$ cat config.mk
export PLATFORM = sky130hd
export DESIGN_NAME = packet_crc8_check_unpack_unit
export DESIGN_NICKNAME = d
export VERILOG_FILES = /design/src/hw/rtl/pkt_crc8_pkg.sv /design/src/hw/rtl/packet_crc8_check_unpack_unit.sv
export SDC_FILE = /design/constraint.sdc
export NUM_CORES = 1
export LEC_CHECK = 0
export ABC_AREA = 0
export BUFFER_PORTS_ARGS = -buffer_cell sky130_fd_sc_hd__buf_2
export CORE_UTILIZATION = 34
export DETAILED_ROUTE_END_ITERATION = 16
export PLACE_DENSITY = 0.55
export RECOVER_POWER = 50
export SLEW_MARGIN = 15
export SYNTH_ARGS = -nofsm -noshare
export SYNTH_HDL_FRONTEND = slang
export SYNTH_SLANG_ARGS = --single-unit
$ cat constraint.sdc
create_clock -name i_clk -period 4.54 [get_ports i_clk]
set_clock_uncertainty 0.15 [all_clocks]
set_input_delay 0.227 -clock i_clk [delete_from_list [all_inputs] [get_ports i_clk]]
set_output_delay 0.227 -clock i_clk [all_outputs]
set_load 0.02 [all_outputs]
$ cat src/hw/rtl/pkt_crc8_pkg.sv
package pkt_crc8_pkg;

    localparam int COUNTER_BITS = 32;
    localparam int FRAME_LEN    = 7;
    localparam int BYTE_W       = 8;
    localparam int TOTAL_W      = 32;

    localparam logic [7:0] HEADER_MARK = 8'h55;
    localparam logic [7:0] CRC_POLY    = 8'h31;

    localparam logic [COUNTER_BITS-1:0] CNT_MAX = '1;

    // input: header, frame bytes 0..6, check byte
    localparam int IN_DATA_W  = (FRAME_LEN + 2) * BYTE_W;
    // output: status, kind, id, sequence, buttons, 5 payload bytes, two totals
    localparam int OUT_BITS   = 2 + 1 + 2 + 3 + 10 + 5 * BYTE_W + 2 * TOTAL_W;
    localparam int OUT_DATA_W = ((OUT_BITS + 7) / 8) * 8;

    typedef enum logic [1:0] {
        ST_GOOD    = 2'd0,
        ST_FRAMING = 2'd1,
        ST_CRC     = 2'd2
    } t_status;

    // crc register x followed by nbytes zero bytes, msb first; nbytes is a
    // constant at every call so this folds into a plain xor matrix
    function automatic logic [7:0] crc_advance(input logic [7:0] x, input int nbytes);
        logic [7:0] v;
        v = x;
        for (int i = 0; i < BYTE_W * FRAME_LEN; i++) begin
            if (i < BYTE_W * nbytes) begin
                v = v[7] ? ({v[6:0], 1'b0} ^ CRC_POLY) : {v[6:0], 1'b0};
            end
        end
        return v;
    endfunction

endpackage

$ cat src/hw/rtl/packet_crc8_check_unpack_unit.sv
// Checks and unpacks one 9-byte packet per request: header 0x55, seven frame
// bytes and a CRC-8 check byte (polynomial 0x31, msb first, running value
// seeded with the check byte). One packet is taken every clock cycle while
// neither side stalls; a result is presented once its request has passed the
// input register and then the result register. The seven-byte CRC chain is
// linear, so it is evaluated in one pass as an xor of per-byte terms between
// those two registers. A bad header gives status 1, a CRC mismatch status 2,
// and on either error the unpacked fields read zero. The framing and CRC
// error counters saturate and are reported after each packet. Either side
// may stall at any time; with both sides free the block runs at full rate.
module packet_crc8_check_unpack_unit (
    input  logic                                i_clk,
    input  logic                                i_rst_n,
    input  logic                                s_axis_tvalid,
    output logic                                s_axis_tready,
    // header_byte, frame_byte0..frame_byte6, check_byte
    input  logic [pkt_crc8_pkg::IN_DATA_W-1:0]  s_axis_tdata,
    output logic                                m_axis_tvalid,
    input  logic                                m_axis_tready,
    // status, frame_kind, section_id, sequence_res, buttons, payload0..payload4,
    // framing_error_total, crc_error_total, zero fill
    output logic [pkt_crc8_pkg::OUT_DATA_W-1:0] m_axis_tdata
);
    import pkt_crc8_pkg::*;

    logic                     r_in_valid;
    logic [IN_DATA_W-1:0]     r_in_data;
    logic                     r_out_valid;
    t_status                  r_status;
    logic                     r_kind;
    logic [1:0]               r_id;
    logic [2:0]               r_seq;
    logic [9:0]               r_buttons;
    logic [5*BYTE_W-1:0]      r_payload;
    logic [COUNTER_BITS-1:0]  r_fe_cnt;
    logic [COUNTER_BITS-1:0]  r_crc_cnt;

    t_status                  n_status;
    logic                     n_kind;
    logic [1:0]               n_id;
    logic [2:0]               n_seq;
    logic [9:0]               n_buttons;
    logic [5*BYTE_W-1:0]      n_payload;
    logic [COUNTER_BITS-1:0]  n_fe_cnt;
    logic [COUNTER_BITS-1:0]  n_crc_cnt;

    logic                     out_load;
    logic [7:0]               header;
    logic [7:0]               check;
    logic [7:0]               fb [FRAME_LEN];
    logic [7:0]               crc_rem;

    assign out_load      = r_in_valid && (!r_out_valid || m_axis_tready);
    assign s_axis_tready = !r_in_valid || out_load;

    assign header = r_in_data[BYTE_W-1:0];
    assign check  = r_in_data[(FRAME_LEN+1)*BYTE_W +: BYTE_W];

    always_comb begin
        for (int k = 0; k < FRAME_LEN; k++) begin
            fb[k] = r_in_data[(k+1)*BYTE_W +: BYTE_W];
        end
    end

    // v7 = T^7(check ^ b0) ^ T^6(b1) ^ ... ^ T^1(b6)
    always_comb begin
        crc_rem = crc_advance(check ^ fb[0], FRAME_LEN);
        for (int k = 1; k < FRAME_LEN; k++) begin
            crc_rem = crc_rem ^ crc_advance(fb[k], FRAME_LEN - k);
        end
    end

    always_comb begin
        n_fe_cnt  = r_fe_cnt;
        n_crc_cnt = r_crc_cnt;
        if (header != HEADER_MARK) begin
            n_status = ST_FRAMING;
            if (r_fe_cnt != CNT_MAX) begin
                n_fe_cnt = r_fe_cnt + 1'b1;
            end
        end else if (crc_rem != 8'd0) begin
            n_status = ST_CRC;
            if (r_crc_cnt != CNT_MAX) begin
                n_crc_cnt = r_crc_cnt + 1'b1;
            end
        end else begin
            n_status = ST_GOOD;
        end

        n_kind    = 1'b0;
        n_id      = 2'd0;
        n_seq     = 3'd0;
        n_buttons = 10'd0;
        n_payload = '0;
        if (n_status == ST_GOOD) begin
            n_kind    = fb[0][0];
            n_id      = fb[0][2:1];
            n_seq     = fb[0][5:3];
            n_buttons = {fb[1], fb[0][7:6]};
            n_payload = {fb[6], fb[5], fb[4], fb[3], fb[2]};
        end
    end

    always_ff @(posedge i_clk) begin
        if (!i_rst_n) begin
            r_in_valid  <= 1'b0;
            r_out_valid <= 1'b0;
            r_fe_cnt    <= '0;
            r_crc_cnt   <= '0;
        end else begin
            if (s_axis_tready) begin
                r_in_valid <= s_axis_tvalid;
            end
            if (out_load) begin
                r_out_valid <= 1'b1;
                r_fe_cnt    <= n_fe_cnt;
                r_crc_cnt   <= n_crc_cnt;
            end else if (m_axis_tready) begin
                r_out_valid <= 1'b0;
            end
        end
    end

    always_ff @(posedge i_clk) begin
        if (s_axis_tready && s_axis_tvalid) begin
            r_in_data <= s_axis_tdata;
        end
        if (out_load) begin
            r_status  <= n_status;
            r_kind    <= n_kind;
            r_id      <= n_id;
            r_seq     <= n_seq;
            r_buttons <= n_buttons;
            r_payload <= n_payload;
        end
    end

    assign m_axis_tvalid = r_out_valid;
    assign m_axis_tdata  = OUT_DATA_W'({TOTAL_W'(r_crc_cnt), TOTAL_W'(r_fe_cnt), r_payload,
                                        r_buttons, r_seq, r_id, r_kind, r_status});

    a_fe_change: assert property (@(posedge i_clk) disable iff (!i_rst_n)
        $past(i_rst_n) && (r_fe_cnt != $past(r_fe_cnt))
        |-> $past(out_load) && (r_status == ST_FRAMING))
        else $error("framing counter moved without a framing error");

    a_crc_change: assert property (@(posedge i_clk) disable iff (!i_rst_n)
        $past(i_rst_n) && (r_crc_cnt != $past(r_crc_cnt))
        |-> $past(out_load) && (r_status == ST_CRC))
        else $error("crc counter moved without a crc error");

    a_one_counter: assert property (@(posedge i_clk) disable iff (!i_rst_n)
        $past(i_rst_n) |-> !((r_fe_cnt != $past(r_fe_cnt)) && (r_crc_cnt != $past(r_crc_cnt))))
        else $error("both error counters moved for one packet");

    a_error_zero: assert property (@(posedge i_clk) disable iff (!i_rst_n)
        r_out_valid && (r_status != ST_GOOD)
        |-> (r_payload == '0) && (r_buttons == 10'd0) && !r_kind && (r_id == 2'd0)
            && (r_seq == 3'd0))
        else $error("unpacked fields not cleared on error");

endmodule
# == Yosys cells after proc, flatten, opt, wreduce, memory -nomap -nowiden ==
# Index checks and enable logic that the tools add are counted.
# word_totals
ff_bits,196
input_bits,76
out_inout_bits,130
elab_cells,487
# op_classes
addsub,2
eq_ne,3
n_mux,228
n_bitwise,232
reduce_logical,11
# ops
operator,count
$mux 6,224
$not 3->3,224
$add 32x1->32 const B,2
$ne 32x32->1 const B,2
$xor 8x8->8,7
$ne 8x7->1 const B,1
$reduce_bool 8->1,1
$mux 2,2
$reduce_and 4->1,1
$reduce_and 3->1,1
$logic_and 1x1->1,2
$logic_not 1->1,2
$logic_not 2->1,1
$logic_or 1x1->1,2
$mux 1,2
$reduce_bool 2->1,1
$not 1->1,1

# == Logic depth before layout (Yosys ltp) ==
# Gate-level depths: netlist (run 1).
# depth
depth_word,123
mapped_depth,13
ltp_nobuf,11

# == Worst setup path before layout (run 1) ==
# Ideal clock, no wire load.
# synth_path
kind,register to register
start,register r_out_valid (netlist: m_axis_tvalid)
end,register r_fe_cnt[30]
setup_time_ns,0.071
t_arrival_ns,4.868
t_required_ns,4.319
path_slack_ns,-0.549
stages_incl_launch_ff,11
path_buffers,1
synth_period_minus_slack_ns,5.089
cell_sequence,dfxtp_1 > nor2b_1 > nor2b_1 > nand2_1 > a31oi_1 > and3_1 > and2_1 > clkbuf_1 > nand2_1 > or3_1 > a21oi_1
# synth_between
elab_chain_len,4
# synth_rtl
item,line,text
start: declaration,packet_crc8_check_unpack_unit.sv:28,logic r_out_valid;
start signal: assignment,packet_crc8_check_unpack_unit.sv:107,r_out_valid <= 1'b0;
start signal: assignment,packet_crc8_check_unpack_unit.sv:115,r_out_valid <= 1'b1;
start signal: assignment,packet_crc8_check_unpack_unit.sv:119,r_out_valid <= 1'b0;
$logic_not 1->1,packet_crc8_check_unpack_unit.sv:53,assign out_load = r_in_valid && (!r_out_valid || m_axis_tready);
$logic_or 1x1->1,packet_crc8_check_unpack_unit.sv:53,
$logic_and 1x1->1,packet_crc8_check_unpack_unit.sv:53,
net out_load,packet_crc8_check_unpack_unit.sv:47,logic out_load;
$reduce_and 3->1 (no source line),n/a,
end signal: assignment,packet_crc8_check_unpack_unit.sv:116,r_fe_cnt <= n_fe_cnt;
end: declaration,packet_crc8_check_unpack_unit.sv:35,logic [COUNTER_BITS-1:0] r_fe_cnt;
# The timed path passes the listed nets, and every way through them passes these cells.
# A chain may end at the register's enable or synchronous reset.

# == Worst setup path after layout (run 1) ==
# layout_path
start,register r_in_data[15]
end,register r_crc_cnt[18]
# layout_between
elab_chain_len,65
elab_cells_between_ends,117
classes_between,mux (56); bitwise (59); reduce/logical (2)
# layout_rtl
item,line,text
start: declaration,packet_crc8_check_unpack_unit.sv:27,logic [IN_DATA_W-1:0] r_in_data;
start signal: assignment,packet_crc8_check_unpack_unit.sv:126,r_in_data <= s_axis_tdata;
$xor 8x8->8 (*),packet_crc8_check_unpack_unit.sv:67,"crc_rem = crc_advance(check ^ fb[0], FRAME_LEN);"
$mux 6 (*),pkt_crc8_pkg.sv:32,"v = v[7] ? ({v[6:0], 1'b0} ^ CRC_POLY) : {v[6:0], 1'b0};"
$mux 6 (3 in series),pkt_crc8_pkg.sv:32,
$not 3->3 (no source line),n/a,
$mux 6,pkt_crc8_pkg.sv:32,
$not 3->3 (no source line),n/a,
$mux 6 (5 in series),pkt_crc8_pkg.sv:32,
$not 3->3 (no source line),n/a,
[... 34 more ...],n/a,
$mux 6 (5 in series),pkt_crc8_pkg.sv:32,
$not 3->3 (no source line),n/a,
$mux 6,pkt_crc8_pkg.sv:32,
$not 3->3 (no source line),n/a,
$mux 6,pkt_crc8_pkg.sv:32,
$xor 8x8->8 (*) (6 in series),packet_crc8_check_unpack_unit.sv:69,"crc_rem = crc_rem ^ crc_advance(fb[k], FRAME_LEN - k);"
$reduce_bool 8->1 (*),packet_crc8_check_unpack_unit.sv:81,end else if (crc_rem != 8'd0) begin
$reduce_and 4->1 (no source line) (*),n/a,
end signal: assignment,packet_crc8_check_unpack_unit.sv:117,r_crc_cnt <= n_crc_cnt;
end: declaration,packet_crc8_check_unpack_unit.sv:36,logic [COUNTER_BITS-1:0] r_crc_cnt;
# Mark *: on every way between the ends. The rest lies on a longest branch, timed or not.

==> flow_metrics.env, run 1 <==
export IMPL_worstSetupEndpointType="register"
export IMPL_synth_edf_count=130
export IMPL_row_count=60
export IMPL_p_per_area_mw_per_mm2=435
export IMPL_drive_gt1_share_pct=11.7
export IMPL_grt_total_usage_pct=15.8
export IMPL_holdWs_ns=0.334
export IMPL_yosysTopAreaCell="edfxtp_1"
export IMPL_coreArea_mm2=0.0268
export IMPL_synthDistinctLibCells=44
export IMPL_cts_max_level=4
export IMPL_slew_headroom_pct=-17.7
export IMPL_synth_seq_cells=196
export IMPL_ys_seq_area_share_pct=56.4
export IMPL_drc_errors=0
export IMPL_dr_wl_met2_um=10100
export IMPL_avgSynthCellArea_um2=12.7
export IMPL_wl_met3_um=1440
export IMPL_vias=6130
export IMPL_hold_class="in -> reg"
export IMPL_gp_congestion=0.788
export IMPL_tightest_slew_ns=1.77
export IMPL_synth_commonest_cells="130 x edfxtp_1, 99 x xnor2_1, 68 x and2_1, 66 x dfxtp_1, 58 x xor2_1"
export IMPL_wl_per_cell_um=15.9
export IMPL_die_y_um=167
export IMPL_grt_start_max_net_pins=73
export IMPL_cts_resized_gates=0
export IMPL_clkTransAtPathRegs_ns=0.08
export IMPL_maxUsedRoutingLayer="met4"
export IMPL_ys_flop_type="edfxtp_1"
export IMPL_crit_path_start_kind="register"
export IMPL_power_leakage_nw=4.36
export IMPL_finalMaxSlewViolations=73
export IMPL_setup_violations_final=0
export IMPL_cap_violations=1
export IMPL_antenna_found_initial=1
export IMPL_initial_core_util_pct=34.5
export IMPL_area_growth_synth_to_final_pct=27.7
export IMPL_critPathKind="reg -> reg"
export IMPL_postRouteAntennaNets=0
export IMPL_cts_tree="built"
export IMPL_root_buffer="clkbuf_16"
export IMPL_grt_ovfl_total=0
export IMPL_max_freq_mhz=238
export IMPL_synthCells=727
export IMPL_final_nets=1081
export IMPL_fin_crit_sh_pct=92.4
export IMPL_numPortBuffers=199
export IMPL_place_detailed_hpwl_um=14900
export IMPL_async_flop_share_pct=0
export IMPL_grt_pass1_wl_um=33900
export IMPL_finalSetupTns_ns=0
export IMPL_first_global_vias=6073
export IMPL_syn_area_mm2=0.00926
export IMPL_status="complete, but fails checks"
export IMPL_worstPathRequired_ns=4.75
export IMPL_insertion_delay_ns=0.44
export IMPL_rsz0062_at_grt="no"
export IMPL_ios=206
export IMPL_synth_top_area_share_pct=42.2
export IMPL_via_per_inst=4.51
export IMPL_ys_warn_count=0
export IMPL_wl_met1_um=9820
export IMPL_cts_inserted_buffers=17
export IMPL_fin_crit_ns=4.19
export IMPL_dieArea_mm2=0.0279
export IMPL_dieWidth_um=167
export IMPL_crit_arrival_ns=4.40
export IMPL_routed_wl_um=21600
export IMPL_cts_sinks=196
export IMPL_yosysMostFrequentCell="edfxtp_1"
export IMPL_drtPass1Iterations=5
export IMPL_hold_violations=0
export IMPL_dr_first_iter_drc_count=297
export IMPL_clockBufferDepth=2
export IMPL_nFillCells=2569
export IMPL_synth_area_leaders="edfxtp_1 42%, dfxtp_1 14%, xnor2_1 9.4%"
export IMPL_violations="max-capacitance violations, max-slew violations"
export IMPL_peakVddDrop_uv=407
export IMPL_path_max_fanout=15
## kinds of logic after synthesis
logic type | Yosys count | share of synthesized area (%)
xor gates and xnor gates | 193 | 23.4
other | 1 | 0.0405
muxes | 3 | 0.324
AOI/OAI and AO/OA | 44 | 2.99
DFF | 196 | 56.4
and+or+nand+nor | 252 | 14.7
adders and majority gates | 2 | 0.270
buffers and inverters | 36 | 1.88
## sequential cells by signal, indices dropped and copies added, names as in the netlist
signal / cells
r_id: 2
r_in_data: 72
r_kind: 1
r_seq: 3
r_in_valid: 1
r_buttons: 10
r_status: 2
r_crc_cnt: 32
r_fe_cnt: 32
r_payload: 40
m_axis_tvalid: 1
## worst max-delay path: stages, from the launching register on
cell and delay [ns]:
edfxtp_1 0.40, xnor2_1 0.54, xnor3_1 0.53, xnor3_2 0.48, xnor2_1 0.33, nor3_1 0.11, o211ai_1 0.19, a21oi_1 0.13
o211ai_4 0.23, buf_4 0.27, nand4_1 0.11, buf_4 0.20, or3_1 0.30, a21oi_1 0.14
## where the power goes
| group | total, W | switching (W) | internal (W) |
|---|---|---|---|
| clock network | 0.00158 | 0.000732 | 0.000847 |
| logic | 0.00155 | 0.000729 | 0.000817 |
| registers | 0.00202 | 0.0000460 | 0.00197 |
| total | 0.00514 | 0.00151 | 0.00363 |
## path summary, 6_finish.rpt
check                         from            end  slack, ns  depth (start not counted)
hold reg to reg      r_crc_cnt[30]  r_crc_cnt[30]       0.36                          2
setup / recovery     r_in_data[15]  r_crc_cnt[18]       0.35                         13
hold / removal    s_axis_tdata[27]  r_in_data[27]       0.33                          2
setup reg to reg     r_in_data[15]  r_crc_cnt[18]       0.35                         13
## layout make-up
cell class                 instances  area (um^2)  share of cell area, %
multi-input combinational        500         3890                   32.9
clock inverter                    14          164                   1.39
antenna                            1         2.50                 0.0212
sequential                       196         5230                   44.2
timing repair buffer             281         1650                   13.9
inverter                           7         26.3                  0.222
clock buffer                      18          439                   3.71
tap                              341          427                   3.61
## cells in the final DEF (no fill, tap or decap), types with 4 or more instances in the layout
cell           synthesis  layout
edfxtp_1             130     130
or3_1                 11      11
nand3_1               25      25
xor2_1                58      58
xnor2_1               99      99
nor2_1                53      52
o211ai_1               4       4
conb_1                 1       6
xnor3_1               27      27
and2_1                68      67
or4_1                  7       7
inv_1                  6       6
clkbuf_16              0      17
buf_2                  2      66
o31ai_1                7       7
clkbuf_1              13     132
buf_4                  8       6
inv_6                  0       5
dfxtp_1               66      66
and3_1                18      18
nand4_1               14      14
dlygate4sd3_1          0      75
and4_1                 5       5
nor2b_1                5       4
o21ai_0                9       9
nand2_1               29      29
nor3_1                11      11
a21oi_1               18      18
## metrics by stage
stage / utilization, % / cell area (um^2) / instances / setup slack, ns / total power, W
after detailed placement: 39.7 / 10600 / 1250 / 0.301 / 0.00357
after CTS: 44.7 / 12000 / 1357 / 0.265 / 0.00522
after floorplan: - / 9280 / 732 / 0.599 / 0.00329
after global placement: 39.7 / 10600 / 1250 / 0.339 / 0.00357
final: 44.1 / 11800 / 1358 / 0.346 / 0.00514
after global routing: 44.1 / 11800 / 1358 / 0.0194 / 0.00538
## timing repair
item	4_1_cts	5_1_grt
hold endpoints to repair	81	0
buffers inserted	0	0
hold buffers	75	0
## per-layer routing
layer | global-route usage, % | vias to the layer above
li1 | - | 3070
met1 | 20.2 | 2867
met5 | 0 | -
met4 | 4.11 | 0
met3 | 5.20 | 20
met2 | 25.7 | 173
(Power assumes the default switching activity.)
==> run 2, diff against run 1 <==
--- a/config.mk
+++ b/config.mk
@@ -9,7 +9,7 @@
 export BUFFER_PORTS_ARGS = -buffer_cell sky130_fd_sc_hd__buf_2
 export CORE_UTILIZATION = 34
 export DETAILED_ROUTE_END_ITERATION = 16
-export PLACE_DENSITY = 0.55
+export PLACE_DENSITY = 0.53
 export RECOVER_POWER = 50
 export SLEW_MARGIN = 15
 export SYNTH_ARGS = -nofsm -noshare
==> constraint.sdc (replaced) <==
create_clock -name i_clk -period 4 [get_ports i_clk]
set_clock_uncertainty 0.15 [all_clocks]
set_input_delay 0.2 -clock i_clk [delete_from_list [all_inputs] [get_ports i_clk]]
set_output_delay 0.2 -clock i_clk [all_outputs]
set_load 0.02 [all_outputs]
==> flow_metrics.env, run 2 (synthesis gave the netlist of run 1 again) <==
export IMPL_status="completed"
export IMPL_diodes=0
export IMPL_coreArea_mm2=0.0268
export IMPL_max_freq_mhz=259
export IMPL_hold_class="in -> reg"
export IMPL_nFillCells=2521
export IMPL_tightest_slew_ns=1.06
export IMPL_grt_start_max_net_pins=73
export IMPL_p_clk_share_pct=26.5
export IMPL_row_count=60
export IMPL_p_switching_w=0.00189
export IMPL_final_cell_mix="133 x clkbuf_1, 130 x edfxtp_1, 88 x xnor2_1"
export IMPL_dieWidth_um=167
export IMPL_path_max_fanout=7
export IMPL_finalSetupTns_ns=0
export IMPL_crit_arrival_ns=4.07
export IMPL_largestRegisters="r_in_data x72, r_payload x40"
export IMPL_insertion_delay_ns=0.44
export IMPL_power_leakage_nw=4.72
export IMPL_fin_crit_sh_pct=96.4
export IMPL_slew_headroom_pct=29.5
export IMPL_worstPathRequired_ns=4.21
export IMPL_place_inst=1292
export IMPL_regMostFlops="r_in_data"
export IMPL_numPortBuffers=199
export IMPL_rr_worst_depth=16
export IMPL_crit_path_start_kind="register"
export IMPL_die_y_um=167
export IMPL_seq_area_mm2=0.00523
export IMPL_drive_gt1_share_pct=20.0
export IMPL_instances_no_fill=1425
export IMPL_whs_path_depth=2
export IMPL_area_growth_synth_to_final_pct=36.4
export IMPL_wl_per_cell_um=16.6
export IMPL_vias=6477
export IMPL_drc_errors=0
export IMPL_ios=206
export IMPL_antenna_found_initial=0
export IMPL_first_global_vias=6479
export IMPL_largest_reg_flops=72
export IMPL_rsz0062_at_grt="yes"
export IMPL_finalMaxSlewViolations=0
export IMPL_final_nets=1149
export IMPL_cts_inserted_buffers=17
export IMPL_fin_crit_ns=3.86
export IMPL_worstSetupEndpointType="register"
export IMPL_via_per_inst=4.55
export IMPL_setup_violations_final=0
export IMPL_cts_tree="built"
export IMPL_peakVddDrop_uv=364
export IMPL_clockBufferDepth=2
export IMPL_cts_sinks=196
export IMPL_p_per_area_mw_per_mm2=489
export IMPL_initial_core_util_pct=34.5
export IMPL_power_frac_comb_pct=36.5
export IMPL_dieArea_mm2=0.0279
export IMPL_grt_pass1_wl_um=35400
export IMPL_routed_wl_um=23700
export IMPL_cap_violations=0
export IMPL_hold_violations=0
export IMPL_gp_congestion=0.754
export IMPL_cts_max_level=4
export IMPL_internal_power_w=0.00428
export IMPL_critPathKind="reg -> reg"
export IMPL_layout_commonest_cell="clkbuf_1"
export IMPL_clkTransAtPathRegs_ns=0.08
export IMPL_sw_frac_of_total_pct=30.6
export IMPL_root_buffer="clkbuf_16"
export IMPL_p_seq_share_pct=37.1
export IMPL_multi_input_area_mm2=0.00423
export IMPL_drtPass1Iterations=4
export IMPL_dr_first_iter_drc_count=309
export IMPL_grt_ovfl_total=0
export IMPL_grt_total_usage_pct=16.7
export IMPL_place_detailed_hpwl_um=15600
export IMPL_postRouteAntennaNets=0
[run 2: cell type report]
class                           count  area share (%)
Clock buffer                       17            3.37
Timing Repair Buffer              346            17.2
Multi-Input combinational cell    503            33.5
Inverter                            7           0.208
Tap cell                          341            3.38
Sequential cell                   196            41.4
Clock inverter                     15           0.991
[run 2: layer usage]
metal | GRT usage (%) | vias up | wire length [um] | share of wire [%]
met2 | 28.6 | 163 | 11600 | 49
met3 | 4.80 | 24 | 1460 | 6.2
met1 | 20.4 | 3087 | 10300 | 43
met5 | 0 | - | 0 | 0
met4 | 4.47 | 0 | 290 | 1.2
li1 | - | 3203 | - | -
[run 2: critical path, cell delays in order (launching register included)]
cell	delay [ns]
edfxtp_1	0.47
buf_6	0.17
xnor3_1	0.39
buf_4	0.14
xor2_4	0.22
buf_6	0.15
xnor2_4	0.12
xor3_1	0.47
o211ai_1	0.15
a21boi_2	0.11
o211ai_4	0.20
buf_6	0.13
buf_12	0.11
nand4_1	0.14
buf_6	0.20
or3_4	0.32
a21oi_2	0.12
[run 2: final timing paths]
| kind | startpoint | to | slack [ns] |
|---|---|---|---|
| hold reg to reg | r_crc_cnt[30] | r_crc_cnt[30] | 0.36 |
| hold / removal | s_axis_tdata[19] | r_in_data[19] | 0.32 |
| setup / recovery | r_in_data[38] | r_crc_cnt[16] | 0.14 |
| setup reg to reg | r_in_data[38] | r_crc_cnt[16] | 0.14 |
[run 2: power groups by stage]
stage / logic (W) / clock network, W / registers (W)
6_report: 0.00225 / 0.00163 / 0.00229
5_1_grt: 0.00239 / 0.00176 / 0.00229
4_1_cts: 0.00202 / 0.00168 / 0.00228
3_5_place_dp: 0.00191 / 0 / 0.00233
3_3_place_gp: 0.00191 / 0 / 0.00233
2_1_floorplan: 0.00137 / 0 / 0.00236
[run 2: timing repair]
| item | 4_1_cts | 5_1_grt |
|---|---|---|
| pin swaps | 2 | 30 |
| endpoints found under the hold margin | 81 | 0 |
| resized for setup | 9 | 51 |
| buffers inserted | 2 | 20 |
| cloned | 1 | 3 |
| setup endpoints to repair | 73 | 70 |
| hold buffers | 76 | 0 |
[run 2: through the flow]
step	total power (W)	hold WS [ns]	worst slack, ns	area [um^2]	utilization [%]
finish	0.00617	0.317	0.145	12600	47.1
global route	0.00645	0.313	-0.0415	12600	47.1
CTS	0.00598	0.301	-0.00229	12300	46.0
detailed placement	0.00424	0.228	-0.234	10900	40.8
global placement	0.00423	0.228	-0.149	10900	40.8
floorplan	0.00373	0.149	0.0591	9280	-
==> run 3, diff against run 2 <==
==> constraint.sdc (replaced) <==
create_clock -name i_clk -period 4.2 [get_ports i_clk]
set_clock_uncertainty 0.15 [all_clocks]
set_input_delay 0.21 -clock i_clk [delete_from_list [all_inputs] [get_ports i_clk]]
set_output_delay 0.21 -clock i_clk [all_outputs]
set_load 0.02 [all_outputs]
==> flow_metrics.env, run 3 (synthesis gave the netlist of run 1 again) <==
export IMPL_initial_core_util_pct=34.5
export IMPL_peakVddDrop_uv=234
export IMPL_dr_first_iter_drc_count=270
export IMPL_drive_gt1_share_pct=12.2
export IMPL_fin_crit_ns=3.99
export IMPL_worstPathRequired_ns=4.34
export IMPL_root_buffer="clkbuf_16"
export IMPL_reg2reg_setup_slack_ns=0.21
export IMPL_wl_per_cell_um=16.6
export IMPL_postRouteAntennaNets=0
export IMPL_cts_max_level=4
export IMPL_dieArea_mm2=0.0279
export IMPL_antenna_found_initial=1
export IMPL_hold_class="in -> reg"
export IMPL_row_count=60
export IMPL_worstHoldStart="s_axis_tdata[22]"
export IMPL_cts_tree="built"
export IMPL_rr_worst_depth=12
export IMPL_worstSetupEndpointType="register"
export IMPL_clockBufferDepth=2
export IMPL_fin_ws_ns=0.206
export IMPL_final_cell_mix="137 x clkbuf_1, 130 x edfxtp_1, 97 x xnor2_1"
export IMPL_dieWidth_um=167
export IMPL_critPathKind="reg -> reg"
export IMPL_holdWs_ns=0.336
export IMPL_largest_reg_flops=72
export IMPL_gp_congestion=0.799
export IMPL_path_delay_family="XOR/XNOR gates"
export IMPL_crit_arrival_ns=4.13
export IMPL_drc_errors=0
export IMPL_numPortBuffers=199
export IMPL_routed_wl_um=22600
export IMPL_cts_inserted_buffers=17
export IMPL_rr_endpoint="r_payload[26]"
export IMPL_cap_violations=0
export IMPL_whs_path_depth=2
export IMPL_setup_violations_final=0
export IMPL_slew_headroom_pct=28.3
export IMPL_grt_ovfl_total=0
export IMPL_crit_path_start_kind="register"
export IMPL_area_growth_synth_to_final_pct=28.9
export IMPL_ios=206
export IMPL_final_nets=1090
export IMPL_layout_commonest_cell="clkbuf_1"
export IMPL_path_cells="xor2_1 > xnor2_1 > xnor3_1 > xnor3_1 > xnor3_1 > or2_0 > mux2i_1 > o211ai_4 > buf_4 > nor2_4 > buf_12 > and2_1"
export IMPL_hold_violations=0
export IMPL_grt_start_max_net_pins=73
export IMPL_grt_total_usage_pct=16.1
export IMPL_insertion_delay_ns=0.44
export IMPL_regMostFlops="r_in_data"
export IMPL_max_stage_delay_ns=0.50
export IMPL_path_max_fanout=56
export IMPL_drtPass1Iterations=4
export IMPL_via_per_inst=4.57
export IMPL_grt_pass1_wl_um=34400
export IMPL_clkTransAtPathRegs_ns=0.08
export IMPL_cp_slowest_cell="edfxtp_1"
export IMPL_cp_common_cell="xnor3_1"
export IMPL_path_buf_inv=2
export IMPL_coreArea_mm2=0.0268
export IMPL_fin_crit_sh_pct=95.1
export IMPL_power_leakage_nw=4.40
export IMPL_p_per_area_mw_per_mm2=475
export IMPL_max_freq_mhz=250
export IMPL_place_detailed_hpwl_um=15600
export IMPL_cts_sinks=196
export IMPL_largestRegisters="r_in_data x72, r_payload x40"
export IMPL_die_y_um=167
export IMPL_vias=6239
export IMPL_status="completed"
export IMPL_tightest_slew_ns=1.07
export IMPL_reg2reg_from="r_in_data[38]"
export IMPL_first_global_vias=6155
export IMPL_dp_slack_ns=0.00743
export IMPL_min_to="r_in_data[22]"
export IMPL_diodes=0
export IMPL_finalMaxSlewViolations=0
-- run 3: changes by cell type in the layout (fill, tap and decap cells not counted), sizes merged --
cell	change
clkinvlp	-5
clkbuf	+3
dlygate4sd3	-1
nor2	-3
bufinv	+2
inv	+3
buf	-58
-- run 3: how the worst max path moves through the flow --
stage,start,end,slack (ns),cells past startpoint
CTS,r_in_data[13],r_crc_cnt[31],0.07,11
finish,r_in_data[38],r_payload[26],0.21,12
detailed placement,r_in_data[13],r_crc_cnt[29],0.007,11
floorplan,m_axis_tvalid,r_fe_cnt[30],0.26,10
global placement,r_in_data[13],r_crc_cnt[29],0.14,11
global route,r_in_data[54],r_crc_cnt[14],-0.007,12
-- run 3: report_power, final --
group | internal [W] | leakage, nW | total (W) | switching (W)
logic | 0.000905 | 2.35 | 0.00173 | 0.000821
registers | 0.00213 | 1.74 | 0.00218 | 0.0000498
clock network | 0.000922 | 0.309 | 0.00176 | 0.000840
-- run 3: metrics by stage --
stage	cells	area, um^2	power [W]	setup TNS (ns)	util, %
after floorplan	732	9280	0.00355	0	-
after global placement	1255	10700	0.00387	0	39.8
after detailed placement	1255	10700	0.00388	0	39.8
after CTS	1362	12100	0.00570	0	45.0
after global routing	1366	11900	0.00593	-0.0227	44.5
final	1366	11900	0.00567	0	44.5
-- run 3: area by class of cell --
type / instances / area [um^2]
fill: 2556 / 14900
sequential: 196 / 5230
multi-input combinational: 500 / 3920
timing repair buffer: 290 / 1710
tap: 341 / 427
clock buffer: 17 / 425
clock inverter: 15 / 204
inverter: 7 / 26.3
-- run 3: per-layer routing --
layer / up-vias / global-route usage (%) / wire length, um
li1: 3083 / - / -
met1: 2986 / 20.5 / 10200
met2: 157 / 26.7 / 10900
met3: 11 / 4.99 / 1390
met4: 2 / 4.07 / 185
met5: - / 0 / 10
-- run 3: timing repair --
item | CTS | global route
cloned | 0 | 0
resized for setup | 1 | 2
endpoints found under the setup margin | 2 | 12
pin swaps | 1 | 1
buffers inserted | 0 | 4
hold buffers | 75 | 0
endpoints found under the hold margin | 81 | 0
